==> src/hdl/lgg_row_cell.sv <==
`timescale 1ns / 1ps
`default_nettype none
// ----------------------------------------------------------------------------
// lgg_row_cell
// one grid row in the rotating row chain
// ----------------------------------------------------------------------------
module lgg_row_cell #(
   parameter int GRID_WIDTH = 64
) (
   input  wire logic                  clock,
   input  wire logic                  reset,
   input  wire logic                  shift_en,
   input  wire logic [GRID_WIDTH-1:0] row_in,
   output logic      [GRID_WIDTH-1:0] row_out
);

   logic [GRID_WIDTH-1:0] row_ff;

   // all cells dead after reset
   always_ff @(posedge clock) begin
      if (reset) begin
         row_ff <= '0;
      end else if (shift_en) begin
         row_ff <= row_in;
      end
   end

   assign row_out = row_ff;

endmodule : lgg_row_cell
`default_nettype wire

==> config.mk <==
export PLATFORM = sky130hd
export DESIGN_NAME = lgg_row_cell
export DESIGN_NICKNAME = d
export VERILOG_FILES = /design/src/hdl/lgg_row_cell.sv
export SDC_FILE = /design/constraint.sdc
export NUM_CORES = 1
export LEC_CHECK = 0
export BUFFER_PORTS_ARGS = -buffer_cell sky130_fd_sc_hd__buf_2
export CORE_MARGIN = 4
export CORE_UTILIZATION = 45
export CTS_CLUSTER_DIAMETER = 150
export DETAILED_ROUTE_END_ITERATION = 16
export GPL_ROUTABILITY_DRIVEN = 0
export PLACE_DENSITY = 0.92
export SYNTH_ARGS = -nofsm -noshare
export SYNTH_HDL_FRONTEND = slang
export SYNTH_SLANG_ARGS = --single-unit
==> constraint.sdc <==
create_clock -name clock -period 2.5 [get_ports clock]
set_clock_uncertainty 0.1 [all_clocks]
set_input_delay 0.25 -clock clock [delete_from_list [all_inputs] [get_ports clock]]
set_output_delay 0.25 -clock clock [all_outputs]
set_load 0.05 [all_outputs]
==> flow_metrics.py, run 1 <==
metrics = {
    "global_routing": {
        "grt_usage": 0.168,
        "globalRouteOverflowTotal": 0,
        "grt_antenna_before_repair": 0,
        "grt_max_degree": 34,
        "grt_pass1_vias": 1876,
        "grt_pass1_wl_um": 8260,
    },
    "final_layout": {
        "nFillCells": 400,
        "finalNonFillerCells": 405,
        "largest_register_ffs": 64,
        "area_growth_pct": 35.9,
        "layout-drive-gt1-share": 0.432,
        "diodes": 0,
        "fin_nets": 403,
        "final_core_util": 0.646,
    },
    "setup_path": {
        "regToRegSetupSlack_ns": 1.75,
        "path_delay_family": "flip-flops",
        "cp-end-kind": "primary output",
        "r2r_start": "row_out[16]",
        "cp_max_fo": 2,
        "slowest_stage": "dfxtp_1",
        "critPathMaxStageDelay_ns": 0.35,
        "path_class": "reg2out",
        "setup.worst_path.start": "row_out[35]",
        "path_cells": "buf_2",
        "critPathBufInv": 1,
        "r2r_end": "row_out[16]",
        "reg2reg_depth": 2,
        "critPathLaunchType": "flop",
        "crit_arrival_ns": 0.93,
        "cp_data_required_time_ns": 2.15,
    },
    "floorplanning": {
        "die_w_um": 79.4,
        "start_util": 0.476,
        "dieArea_um2": 6300,
        "core_area_um2": 4820,
        "die_h_um": 79.4,
        "fp-row-count": 25,
        "pin_count": 131,
    },
    "synth": {
        "ys.flop_type": "dfxtp_1",
        "yosys_warnings": 0,
        "synth_area_leaders": "dfxtp_1 (56%), mux2i_1 (28%), nor2_1 (10%)",
        "async_flop_share": 0,
        "synth_cells": 206,
        "netlist_area_um2": 2290,
        "ys_seq_area_frac": 0.559,
        "synth_edf_count": 0,
        "synth-seq-cells": 64,
        "synthDistinctLibCells": 7,
        "synth_top_area_cell": "dfxtp_1",
        "synth_top_area_frac": 0.559,
        "synth.net_count": 273,
        "syn_area_per_cell_um2": 11.1,
        "yosys-top-cells-count": "dfxtp_1 (64), mux2i_1 (64), nor2_1 (64)",
    },
    "min_path": {
        "hold_end": "row_out[52]",
        "min_path_type": "in2reg",
        "hp-start": "row_in[52]",
        "hold_depth": 3,
    },
    "timing": {
        "setup_viol": 0,
        "timing.fmax_mhz": 779,
        "slew-limit-headroom": 0.642,
        "setup-tns-final_ns": 0,
        "fin_crit_sh": 0.513,
        "finalMaxSlewViolations": 0,
        "finalHoldViolations": 0,
        "worst_slew_pin_slew_ns": 0.537,
        "fin_crit_ns": 1.28,
        "rsz0062_at_grt": "false",
    },
    "clock_tree": {
        "clockBufferDepth": 2,
        "post_cts_resized": 0,
        "cts-root-buf": "clkbuf_8",
        "clkLatencyLatePin_ns": 0.32,
        "htree_levels": 3,
        "cts_buffers": 9,
        "cts_num_sinks": 64,
        "cts_tree": "yes",
        "hold_buffers": 0,
        "postCtsSetupRepairBufs": 0,
        "clkTransAtPathRegs_ns": 0.06,
    },
    "drt": {
        "vias": 1897,
        "drtIter0Drc": 18,
        "viasPerCell": 4.68,
        "final_antenna_net_count": 0,
        "wirelength_um": 5190,
        "wl_per_cell_um": 12.8,
        "drc_errors": 0,
        "drt_pass1_iterations": 3,
    },
    "pwr": {
        "power_mw": 2.36,
        "leakage_nw": 1.72,
        "peakVddDrop_v": 0.000436,
        "clkPwrFrac": 0.333,
        "sw_frac_of_total": 0.291,
        "pwr-share-comb": 0.196,
        "p_switching_mw": 0.688,
        "intPower_mw": 1.67,
        "powerDensity_nw_per_um2": 759,
        "power_frac_seq": 0.471,
    },
    "job": {
        "cap_violations": 0,
    },
    "placed_design": {
        "dp_hpwl_um": 3850,
        "io_buffers": 130,
        "placed_cells": 392,
    },
    "status": {
        "status": "complete, no violations",
    },
}
## placed cells by master, fill, tap and decap left out
cell type,synthesis,final
buf_4,0,3
mux2i_1,64,64
clkbuf_8,0,13
buf_12,0,1
nor2_1,64,64
dfxtp_1,64,64
buf_2,0,129
## through the flow
| step | setup WS (ns) | hold WS (ns) | instance area [um2] |
|---|---|---|---|
| after floorplan | 1.49 | 0.297 | 2290 |
| after global placement | 0.987 | 0.366 | 2930 |
| after detailed placement | 0.892 | 0.375 | 2930 |
| after CTS | 1.19 | 0.0480 | 3110 |
| after global routing | 1.16 | 0.0542 | 3110 |
| final | 1.22 | 0.0645 | 3110 |
## final cells by class
| cell class | instances | area, um2 | area share |
|---|---|---|---|
| Sequential cell | 64 | 1280 | 0.412 |
| Tap cell | 67 | 83.8 | 0.0269 |
| Timing Repair Buffer | 133 | 688 | 0.221 |
| Multi-Input combinational cell | 128 | 881 | 0.283 |
| Clock buffer | 13 | 179 | 0.0575 |
## cells by family after synthesis
logic type | after synthesis | share of synthesized area
muxes | 64 | 0.280
DFF | 64 | 0.559
and+or+nand+nor | 64 | 0.105
buffers and inverters | 14 | 0.0563
## power by group through the flow
stage / clock network [mW] / logic, mW / registers (mW)
floorplan: 0 / 0.135 / 1.34
detailed placement: 0 / 0.469 / 1.13
CTS: 0.813 / 0.469 / 1.11
finish: 0.788 / 0.463 / 1.11
global route: 0.860 / 0.492 / 1.12
global placement: 0 / 0.460 / 1.13
## how the worst max path moves through the flow
stage,end,depth (start not counted)
after floorplan,row_out[10],4
after global placement,row_out[52],4
after detailed placement,row_out[16],4
after CTS,row_out[13],1
after global routing,row_out[59],1
final,row_out[35],1
## routing by layer
metal | vias up | GRT usage | wire length (um)
li1 | 933 | - | -
met1 | 872 | 0.170 | 1970
met2 | 81 | 0.300 | 2650
met3 | 11 | 0.0601 | 476
met4 | 0 | 0.0928 | 95
met5 | - | 0 | 0
Power figures use the tool's default switching activity.
==> run 2: changes to the inputs <==
--- a/config.mk
+++ b/config.mk
@@ -7,11 +7,11 @@
 export LEC_CHECK = 0
 export BUFFER_PORTS_ARGS = -buffer_cell sky130_fd_sc_hd__buf_2
 export CORE_MARGIN = 4
-export CORE_UTILIZATION = 45
+export CORE_UTILIZATION = 39
 export CTS_CLUSTER_DIAMETER = 150
 export DETAILED_ROUTE_END_ITERATION = 16
 export GPL_ROUTABILITY_DRIVEN = 0
-export PLACE_DENSITY = 0.92
+export PLACE_DENSITY = 0.85
 export SYNTH_ARGS = -nofsm -noshare
 export SYNTH_HDL_FRONTEND = slang
 export SYNTH_SLANG_ARGS = --single-unit
==> constraint.sdc (replaced) <==
create_clock -name clock -period 1.1 [get_ports clock]
set_clock_uncertainty 0.1 [all_clocks]
set_input_delay 0.11 -clock clock [delete_from_list [all_inputs] [get_ports clock]]
set_output_delay 0.11 -clock clock [all_outputs]
set_load 0.05 [all_outputs]
==> run 2 against run 1 <==
  * Worst setup slack worse by 1.2 ns
  * Hold slack better by 0.085 ns
  * Combinational power rose to 3.1 times the previous value
  * Global-route usage rose by 2.8 points
  * Flip-flop and latch count is the same
  * Core utilization up 11 points
  * Sequential share of layout area shrank 10 points
  * Sequential power up 130%
  * Register-to-register slack got worse by 1.4 ns
  * Design area increased by 37%
  * Routed wire length up 44%
  * Critical path depth unchanged
==> flow_metrics.py, run 2 (same netlist as run 1, synthesis figures left out) <==
metrics = {
    "timing": {
        "setup_viol": 0,
        "slew-limit-headroom": 0.818,
        "worst_slew_pin_slew_ns": 0.273,
        "timing.fmax_mhz": 923,
        "setup-tns-final_ns": 0,
        "fin_crit_ns": 1.08,
        "finalHoldViolations": 0,
        "fin_crit_sh": 0.984,
        "hold-worst-slack_ns": 0.149,
        "finalMaxSlewViolations": 0,
    },
    "global_routing": {
        "grt_pass1_vias": 2350,
        "use_met1": 0.189,
        "met3_usage": 0.0520,
        "grt_usage": 0.196,
        "use_met2": 0.381,
        "grt_pass1_wl_um": 11100,
        "grt_antenna_before_repair": 0,
        "grt_max_degree": 65,
        "globalRouteOverflowTotal": 0,
        "grt.busiest_layer": "met2",
    },
    "final_layout": {
        "largest_register_ffs": 64,
        "diodes": 0,
        "area_growth_pct": 85.8,
        "nFillCells": 366,
        "final_cell_mix": "buf_2 (65), mux2i_1 (64), nor2_1 (64), dlygate4sd3_1 (64), buf_6 (60)",
        "layout-drive-gt1-share": 0.448,
        "design_area_um2": 4260,
        "final_common_cell": "buf_2",
        "fin_nets": 468,
    },
    "drt": {
        "wirelength_um": 7480,
        "wl_per_cell_um": 15.7,
        "drtIter0Drc": 65,
        "drc_errors": 0,
        "drt_pass1_iterations": 4,
        "vias": 2196,
        "viasPerCell": 4.59,
        "final_antenna_net_count": 0,
    },
    "floorplanning": {
        "die_h_um": 84.6,
        "start_util": 0.409,
        "core_area_um2": 5610,
        "fp-row-count": 27,
        "pin_count": 131,
        "die_w_um": 84.6,
        "dieArea_um2": 7160,
    },
    "clock_tree": {
        "cts_tree": "yes",
        "postCtsSetupRepairBufs": 0,
        "clkLatencyLatePin_ns": 0.32,
        "cts-root-buf": "clkbuf_8",
        "htree_levels": 3,
        "cts_buffers": 9,
        "cts_num_sinks": 64,
        "clkTransAtPathRegs_ns": 0.07,
        "clockBufferDepth": 2,
    },
    "status": {
        "status": "complete, no violations",
    },
    "pwr": {
        "power_mw": 6.19,
        "powerDensity_nw_per_um2": 1460,
        "leakage_nw": 2.09,
        "peakVddDrop_v": 0.000942,
    },
    "setup_path": {
        "cp-end-kind": "primary output",
        "critPathLaunchType": "flop",
        "critPathMaxStageDelay_ns": 0.37,
        "path_class": "reg2out",
        "crit_arrival_ns": 0.87,
        "slowest_stage": "dfxtp_1",
        "critPathBufInv": 1,
        "path_delay_family": "flip-flops",
        "cp_data_required_time_ns": 0.89,
        "path_cells": "buf_6",
        "cp_max_fo": 2,
    },
    "job": {
        "cap_violations": 0,
    },
    "min_path": {
        "min_path_type": "in2reg",
    },
    "placed_design": {
        "place_area_um2": 2970,
        "io_buffers": 130,
        "dp_hpwl_um": 3830,
    },
}
run 2: area by class of cell:
class	instances	area, um2	share of cell area
clock inverters	3	65.1	0.0153
multi-input cells	128	881	0.207
repair buffers	198	1750	0.410
well taps	72	90.1	0.0212
clock buffers	13	149	0.0350
flip-flops and latches	64	1330	0.311
run 2: worst register-to-register path: cells and delay by family, from the launching register on:
family / cells / cell delay, ns
flip-flops: 1 / 0.33
multiplexers: 1 / 0.17
AND/OR/NAND/NOR: 1 / 0.07
run 2: timing repair:
action                                  in CTS  in global routing
cloned                                       0                  0
endpoints found under the setup margin      64                 60
hold endpoints to repair                    64                  0
hold buffers                                64                  0
gates resized for setup                     72                 87
run 2: power by group:
group          switching [mW]  leakage, nW  internal, mW
sequential              0.104        0.541          2.47
clock                   0.839        0.108          1.34
combinational           0.799         1.44         0.639
total                    1.74         2.09          4.45
run 2: path summary, 6_finish.rpt:
kind / slack (ns) / to / start / cells past startpoint
worst max-delay path: 0.02 / row_out[40] / row_out[40] / 1
worst max register to register: 0.31 / row_out[40] / row_out[40] / 2
worst min register to register: 0.40 / row_out[7] / row_out[7] / 2
worst min-delay path: 0.15 / row_out[1] / reset / 3
run 2: metal layers:
metal	part of all wire	wire length [um]
met1	0.35	2640
met2	0.58	4320
met3	0.053	394
met4	0.018	136
met5	0	0
run 2: per-stage QoR:
stage,setup WS [ns],util,std cells
detailed placement,0.0883,0.530,398
finish,0.0171,0.759,478
global route,-0.0327,0.759,478
floorplan,0.118,-,206
CTS,0.000138,0.716,478
global placement,0.139,0.530,398
