--- src/hdl/lgg_pkg.sv ---
`timescale 1ns / 1ps
`default_nettype none
// ----------------------------------------------------------------------------
// lgg_pkg
// shared types and constants of the life grid generation engine
// ----------------------------------------------------------------------------
package lgg_pkg;

   localparam int GRID_WIDTH_DEF  = 64;
   localparam int GRID_HEIGHT_DEF = 64;

   localparam int OPCODE_W = 3;
   localparam int INDEX_W  = 6;
   localparam int COUNT_W  = 4;

   // life rule: survive on two or three, birth on three
   localparam logic [COUNT_W-1:0] SURVIVE_LO = 4'd2;
   localparam logic [COUNT_W-1:0] BIRTH_CNT  = 4'd3;

   typedef enum logic [OPCODE_W-1:0] {
      OP_READ    = 3'd0,
      OP_WRITE   = 3'd1,
      OP_TOGGLE  = 3'd2,
      OP_CLEAR   = 3'd3,
      OP_ADVANCE = 3'd4
   } opcode_type;

   typedef enum logic [1:0] {
      ST_IDLE,
      ST_SWEEP,
      ST_RESULT
   } state_type;

   // per-cycle control from the sequencer to the row update unit
   typedef struct packed {
      opcode_type         op;
      logic [INDEX_W-1:0] col;
      logic               write_bit;
      logic               hit;     // addressed row is at the tail
      logic               first;   // top row of the grid at the tail
      logic               last;    // bottom row of the grid at the tail
   } sweep_ctrl_type;

endpackage : lgg_pkg
`default_nettype wire

--- src/hdl/lgg_row_update.sv ---
`timescale 1ns / 1ps
`default_nettype none
// ----------------------------------------------------------------------------
// lgg_row_update
// rewrites the row leaving the chain tail: edit, clear or next generation
// ----------------------------------------------------------------------------
module lgg_row_update #(
   parameter int GRID_WIDTH = 64
) (
   input  wire logic                   clock,
   input  wire logic                   shift_en,
   input  wire lgg_pkg::sweep_ctrl_type ctrl,
   input  wire logic [GRID_WIDTH-1:0]  tail_row,   // old row t
   input  wire logic [GRID_WIDTH-1:0]  next_row,   // old row t+1
   output logic      [GRID_WIDTH-1:0]  new_row
);
   import lgg_pkg::*;

   localparam int PW = GRID_WIDTH + 2;

   logic [GRID_WIDTH-1:0] prev_ff;   // old row t-1, snapshot of the previous tail
   logic [PW-1:0]         pad_prev;
   logic [PW-1:0]         pad_cur;
   logic [PW-1:0]         pad_next;
   logic [COUNT_W-1:0]    cnt;

   always_ff @(posedge clock) begin
      if (shift_en) begin
         prev_ff <= tail_row;
      end
   end

   // rows padded with a dead cell on each side
   assign pad_prev = ctrl.first ? '0 : {1'b0, prev_ff, 1'b0};
   assign pad_cur  = {1'b0, tail_row, 1'b0};
   assign pad_next = ctrl.last ? '0 : {1'b0, next_row, 1'b0};

   always_comb begin
      new_row = tail_row;
      cnt     = '0;
      unique case (ctrl.op)
         OP_ADVANCE: begin
            for (int c = 0; c < GRID_WIDTH; c++) begin
               cnt = COUNT_W'($countones({pad_prev[c], pad_prev[c+1], pad_prev[c+2],
                                          pad_cur[c], pad_cur[c+2],
                                          pad_next[c], pad_next[c+1], pad_next[c+2]}));
               new_row[c] = (cnt == BIRTH_CNT) || (pad_cur[c+1] && (cnt == SURVIVE_LO));
            end
         end
         OP_CLEAR: begin
            new_row = '0;
         end
         OP_WRITE: begin
            for (int c = 0; c < GRID_WIDTH; c++) begin
               if (ctrl.hit && (int'(ctrl.col) == c)) begin
                  new_row[c] = ctrl.write_bit;
               end
            end
         end
         OP_TOGGLE: begin
            for (int c = 0; c < GRID_WIDTH; c++) begin
               if (ctrl.hit && (int'(ctrl.col) == c)) begin
                  new_row[c] = ~tail_row[c];
               end
            end
         end
         default: begin
            new_row = tail_row;
         end
      endcase
   end

endmodule : lgg_row_update
`default_nettype wire

--- config.mk ---
export PLATFORM = sky130hd
export DESIGN_NAME = lgg_row_update
export DESIGN_NICKNAME = d
export VERILOG_FILES = /design/src/hdl/lgg_pkg.sv /design/src/hdl/lgg_row_update.sv
export SDC_FILE = /design/constraint.sdc
export NUM_CORES = 1
export LEC_CHECK = 0
export ABC_CLOCK_PERIOD_IN_PS = 7300
export BUFFER_PORTS_ARGS = -buffer_cell sky130_fd_sc_hd__buf_2
export CORE_ASPECT_RATIO = 1.4
export CORE_MARGIN = 3
export CORE_UTILIZATION = 61
export CTS_CLUSTER_DIAMETER = 120
export DETAILED_ROUTE_END_ITERATION = 7
export HOLD_SLACK_MARGIN = 0.02
export PLACE_DENSITY = 0.84
export SETUP_SLACK_MARGIN = 0.3
export SYNTH_ARGS = -nofsm -noshare
export SYNTH_HDL_FRONTEND = slang
export SYNTH_SLANG_ARGS = --single-unit
--- constraint.sdc ---
create_clock -name clock -period 7.3 [get_ports clock]
set_clock_uncertainty 0.1 [all_clocks]
set_input_delay 1.46 -clock clock [delete_from_list [all_inputs] [get_ports clock]]
set_output_delay 1.46 -clock clock [all_outputs]
set_load 0.02 [all_outputs]
==> results of run 1 <==
==> final timing paths <==
| kind | from | to | slack (ns) | depth (start not counted) |
|---|---|---|---|---|
| setup / recovery | ctrl[1] | new_row[6] | 0.55 | 13 |
| hold / removal | tail_row[58] | prev_ff[58] | 1.24 | 1 |
==> layer usage <==
metal / global-route usage [%] / part of all wire [%] / vias up
li1: - / - / 6005
met1: 37.79 / 36 / 6418
met2: 54.88 / 51 / 626
met3: 4.184 / 7.9 / 144
met4: 15.76 / 5.4 / 2
met5: 0 / 0.021 / -
==> power groups by stage <==
stage / Combinational, uW / Clock, uW / Sequential (uW)
detailed placement: 1600 / 0 / 453
floorplan: 1150 / 0 / 450
global placement: 1480 / 0 / 452
finish: 1620 / 482 / 445
global route: 1860 / 499 / 447
CTS: 1620 / 485 / 445
==> Yosys cell counts, types with 3 or more instances <==
master	instances	area share, %
ha_1	188	15
o21ai_0	245	7.9
inv_1	383	9.3
a21oi_1	62	2.0
clkbuf_2	3	0.097
nand2b_1	129	5.2
nand4bb_1	7	0.51
and2_1	61	2.5
a221o_1	62	4.0
or3b_1	3	0.17
nor2_1	126	3.1
buf_2	12	0.39
edfxtp_1	64	12
o21ai_1	5	0.16
clkbuf_1	41	0.99
nand4b_1	4	0.23
fa_1	252	33
nand3_1	63	2.0
==> logic make-up after synthesis <==
| family | count (synthesis) | synth area share [%] |
|---|---|---|
| flops | 64 | 12.41 |
| xor+xnor | 2 | 0.1131 |
| simple gates | 405 | 14.35 |
| buf+inv | 441 | 10.90 |
| fa+ha+maj | 440 | 47.75 |
| compound gates | 381 | 14.47 |
==> metrics by stage <==
step                power [uW]  setup WS [ns]  instances  hold WS (ns)  instance area, sq um
floorplan                 1599         0.8983       1733         1.459                 15490
global placement          1935         0.6593       2206         1.595                 16780
detailed placement        2053         0.5768       2206         1.592                 16780
CTS                       2547         0.5682       2222         1.232                 17090
global route              2805         0.3965       2222         1.239                 17090
finish                    2543         0.5507       2224         1.243                 17100
==> final cells by class <==
cell class	instances	share of cell area (%)
diodes	2	0.02927
inverters	383	8.408
clock inverters	6	0.4903
flip-flops and latches	64	11.24
multi-input cells	1228	69.57
repair buffers	216	6.615
clock buffers	10	1.339
well taps	315	2.305
==> results.md, run 1 <==
- Final min period: 6.749 ns
- First-pass GRT wire length: 68.66 mm
- Drt pass-1 iters: 7
- Vias in the first global route: 14180
- Commonest non-fill, non-tap cell in the layout: inv_1
- CP most frequent cell: fa_1
- Synthesized cell area: 15490 sq um
- IO Count: 207
- Setup TNS Final: 0 ns
- Static Leak: 0.008931 uW
- DRC: 0
- Clk slew on worst S/H paths: 0.06 ns
- Grt ovf: 0
- Buf/Inv on CP: 4
- EDFF count, synth: 64
- Int Pwr: 1394 uW
- Net Count, Synth: 2316
- Fill cells: 1957
- Max Slew Vio Count: 0
- Chip Width: 140.7 um
- Resized Gates After CTS: 0
- Final setup viols: 0
- Routed WL: 42.21 mm
- Reg area: 1922 sq um
- CTS Buffer Depth: 2
- Root Driver: clkbuf_16
- Initial antenna violation count: 1
- # Post-CTS Setup Buffers: 0
- Clock Sinks: 64
- Critical path startpoint category: input port
- Final Core Density: 68.83%
- Async SR Flop Fraction: 0%
- Logic pwr share: 63.5%
- ANT nets after route: 0
- Crit-path cells: buf_2, buf_12, nand2b_1, fa_1, fa_1, fa_1, inv_1, ha_1, fa_1, o21ai_0, nor2_1, a221o_1, buf_2
- Unrepaired setup endpoints after global routing: no
- Commonest cells after routing, fill and taps aside: inv_1, fa_1, o21ai_0, buf_2, ha_1
- Crit Path Max Fanout: 23
- Total CTS buffers: 9
- DR iter-0 viols: 1163
- Clock share of power: 19.0%
- Max transition margin: 24.13%
- Worst EP arrival: 5.19 ns
- H-tree levels: 3
- Synthesized area per cell: 8.938 sq um
- Synthesis warning total: 0
- Syn-to-layout area delta: 10.39%
- CP endpoint kind: output port
- Slowest CP cell: fa_1
- Status: complete, no violations
- HPWL Detailed: 32.95 mm
- Biggest regs: prev_ff x64
- Multi-input gate area: 11900 sq um
- Switching power: 1149 uW
- DR vias: 13200
- Cell variety after synth: 35
- Overall routing resource usage: 31.39%
- Sw Ratio: 45.19%
- Layout net count: 2485
- Share of cells above drive strength 1: 12.59%
- VDD IR max: 133.1 uV
- Post-synthesis sequential area ratio: 12.41%
- Cell family with most CP delay: adder cells
- GPL Wtd Cong: 0.9143
- Final Cycle Share: 92.46%
- Crit Path Class: in2out
- Reg with most FFs: prev_ff
- PwrDens: 148.7 nW/um^2
- Highest Clock Rate: 148.2 MHz
- CTS Hold Bufs: 0
- Via/cell ratio: 5.933
- Ys flop type: edfxtp_1
- Num rows: 68
- Starting density of the core: 62.35%
- CTS tree: built
- Wire per inst: 18.98 um
- Worst hold path class: in2reg
- Placeable Area: 24840 sq um
- Port Buffers: 206
- Max-cap violations: 0
- Worst EP required: 5.74 ns
- Crit path largest cell delay: 0.51 ns
- Worst slew pin tran: 1.138 ns
- Yosys reg bits: 64
- Post-Synthesis Cells: 1733
- Final hold vios: 0
- Vert. Die Dim: 194.6 um
- DIE AREA: 27370 sq um
- Largest net degree at the start of global routing: 67
- Reg power frac: 17.5%
- Largest register FFs: 64
Power figures use the tool's default switching activity.
==> inputs of run 2 (changes only) <==
==> constraint.sdc (replaced) <==
create_clock -name clock -period 7.3 [get_ports clock]
set_clock_uncertainty 0.1 [all_clocks]
set_input_delay 1.095 -clock clock [delete_from_list [all_inputs] [get_ports clock]]
set_output_delay 1.095 -clock clock [all_outputs]
set_load 0.02 [all_outputs]
==> run 2 against run 1 <==
  * Combinational power barely moved
  * Clock-buffer cell count shrank 1
  * Critical path depth unchanged
  * Via count shrank 0.19%
  * Maximum frequency rose by 9.0%
  * Hold slack got worse by 0.36 ns
  * Total power shrank 2.5%
  * Utilization down 0.32 points
==> results.md, run 2 (synthesized netlist as in run 1, its figures left out) <==
- Drt pass-1 iters: 8 (was 7)
- Final Cell Area: 17020 sq um (was 17100 sq um)
- Chip Width: 140.7 um (unchanged)
- Vert. Die Dim: 194.6 um (unchanged)
- Final Cycle Share: 84.82% (was 92.46%)
- Port Buffers: 206 (unchanged)
- CTS Buffer Depth: 2 (unchanged)
- Largest net degree at the start of global routing: 65 (was 67)
- Vias in the first global route: 13940 (was 14180)
- Worst EP arrival: 5.00 ns (was 5.19 ns)
- Placeable Area: 24840 sq um (unchanged)
- CP most frequent cell: fa_1 (unchanged)
- Final Core Density: 68.51% (was 68.83%)
- Root Driver: clkbuf_16 (unchanged)
- Overall routing resource usage: 30.77% (was 31.39%)
- Setup TNS Final: 0 ns (unchanged)
- Worst slew pin tran: 1.136 ns (was 1.138 ns)
- Max-cap violations: 0 (unchanged)
- Static Leak: 0.008899 uW (was 0.008931 uW)
- Largest register FFs: 64 (unchanged)
- Unrepaired setup endpoints after global routing: no (unchanged)
- First-pass GRT wire length: 67.36 mm (was 68.66 mm)
- DR iter-0 viols: 1019 (was 1163)
- Crit-path cells: buf_2, buf_12, nand2b_1, fa_1, fa_1, fa_1, inv_1, ha_1, fa_1, o21ai_0, nor2_1, a221o_1, buf_2 (unchanged)
- IO Count: 207 (unchanged)
- Max transition margin: 24.28% (was 24.13%)
- Crit Path Max Fanout: 37 (was 23)
- Final setup viols: 0 (unchanged)
- Placed insts: 2202 (was 2206)
- CTS Hold Bufs: 0 (unchanged)
- Crit path largest cell delay: 0.51 ns (about the same)
- Biggest regs: prev_ff x64 (unchanged)
- Resized Gates After CTS: 0 (unchanged)
- CTS tree: built (unchanged)
- Max Slew Vio Count: 0 (unchanged)
- Highest Clock Rate: 161.5 MHz (was 148.2 MHz)
- Syn-to-layout area delta: 9.879% (was 10.39%)
- ANT nets after route: 0 (unchanged)
- Placed Area: 16740 sq um (was 16780 sq um)
- Status: complete, no violations (unchanged)
- Critical path startpoint category: input port (unchanged)
- Final min period: 6.192 ns (was 6.749 ns)
- Worst hold path class: in2reg (unchanged)
- DR vias: 13170 (was 13200)
- Grt ovf: 0 (unchanged)
- Worst Slack Setup Final: 1.108 ns (was 0.5507 ns)
- Total CTS buffers: 9 (unchanged)
- Clk slew on worst S/H paths: 0.06 ns (about the same)
- Finished Layout Cells: 2219 (was 2224)
- CP endpoint kind: output port (unchanged)
- Worst EP required: 6.11 ns (was 5.74 ns)
- GPL Wtd Cong: 0.8924 (was 0.9143)
- Num rows: 68 (unchanged)
- Reg with most FFs: prev_ff (unchanged)
- DIE AREA: 27370 sq um (unchanged)
- Routed WL: 41.50 mm (was 42.21 mm)
- Share of cells above drive strength 1: 12.30% (was 12.59%)
- HPWL Detailed: 32.34 mm (was 32.95 mm)
- Commonest non-fill, non-tap cell in the layout: inv_1 (unchanged)
- Layout net count: 2481 (was 2485)
- Wire per inst: 18.70 um (was 18.98 um)
- # Post-CTS Setup Buffers: 0 (unchanged)
- Initial antenna violation count: 2 (was 1)
- Slowest CP cell: fa_1 (unchanged)
- PwrDens: 145.6 nW/um^2 (was 148.7 nW/um^2)
- Post-place setup slack: 1.128 ns (was 0.5768 ns)
- Via/cell ratio: 5.935 (was 5.933)
- DRC: 0 (unchanged)
- Clock Sinks: 64 (unchanged)
- VDD IR max: 121.3 uV (was 133.1 uV)
- Final hold vios: 0 (unchanged)
- H-tree levels: 3 (unchanged)
- Starting density of the core: 62.35% (unchanged)
- Crit Path Class: in2out (unchanged)
- Commonest cells after routing, fill and taps aside: inv_1, fa_1, o21ai_0, buf_2, ha_1 (unchanged)
run 2: layout make-up:
cell class | count | area, sq um
tap | 315 | 394.1
clock inverter | 6 | 51.30
fill | 1958 | 7824
sequential | 64 | 1922
timing repair buffer | 212 | 1089
inverter | 383 | 1438
clock buffer | 9 | 225.2
multi-input combinational | 1228 | 11900
antenna | 2 | 5.005
run 2: per-layer routing:
layer,wire length (um),GRT usage [%],share of wire (%),vias up
li1,-,-,-,5997
met4,2404,16.84,5.8,2
met5,13,0,0.031,-
met2,20730,53.00,50,581
met3,3416,4.381,8.2,139
met1,14930,36.97,36,6451
run 2: final timing paths:
kind / start / to / slack (ns) / depth (start not counted)
worst min-delay path: tail_row[12] / prev_ff[12] / 0.89 / 1
worst max-delay path: ctrl[1] / new_row[58] / 1.11 / 13
run 2: metrics by stage:
stage	hold WS [ns]	power, uW
2_1_floorplan	1.094	1599
3_3_place_gp	1.230	1924
3_5_place_dp	1.236	2040
4_1_cts	0.8816	2483
5_1_grt	0.8886	2764
6_report	0.8855	2479
run 2: worst max-delay path, delay by kind of cell:
kind,cells,cell delay (ns)
AND/OR/NAND/NOR,2,0.30
adder cells (fa/ha/maj),5,2.16
AO/OA/AOI/OAI,2,0.48
buffers and inverters,4,0.94
run 2: power breakdown:
part           switching [uW]  internal (uW)
registers                7.79            437
clock network             175            258
logic                     947            654
total                    1130           1350
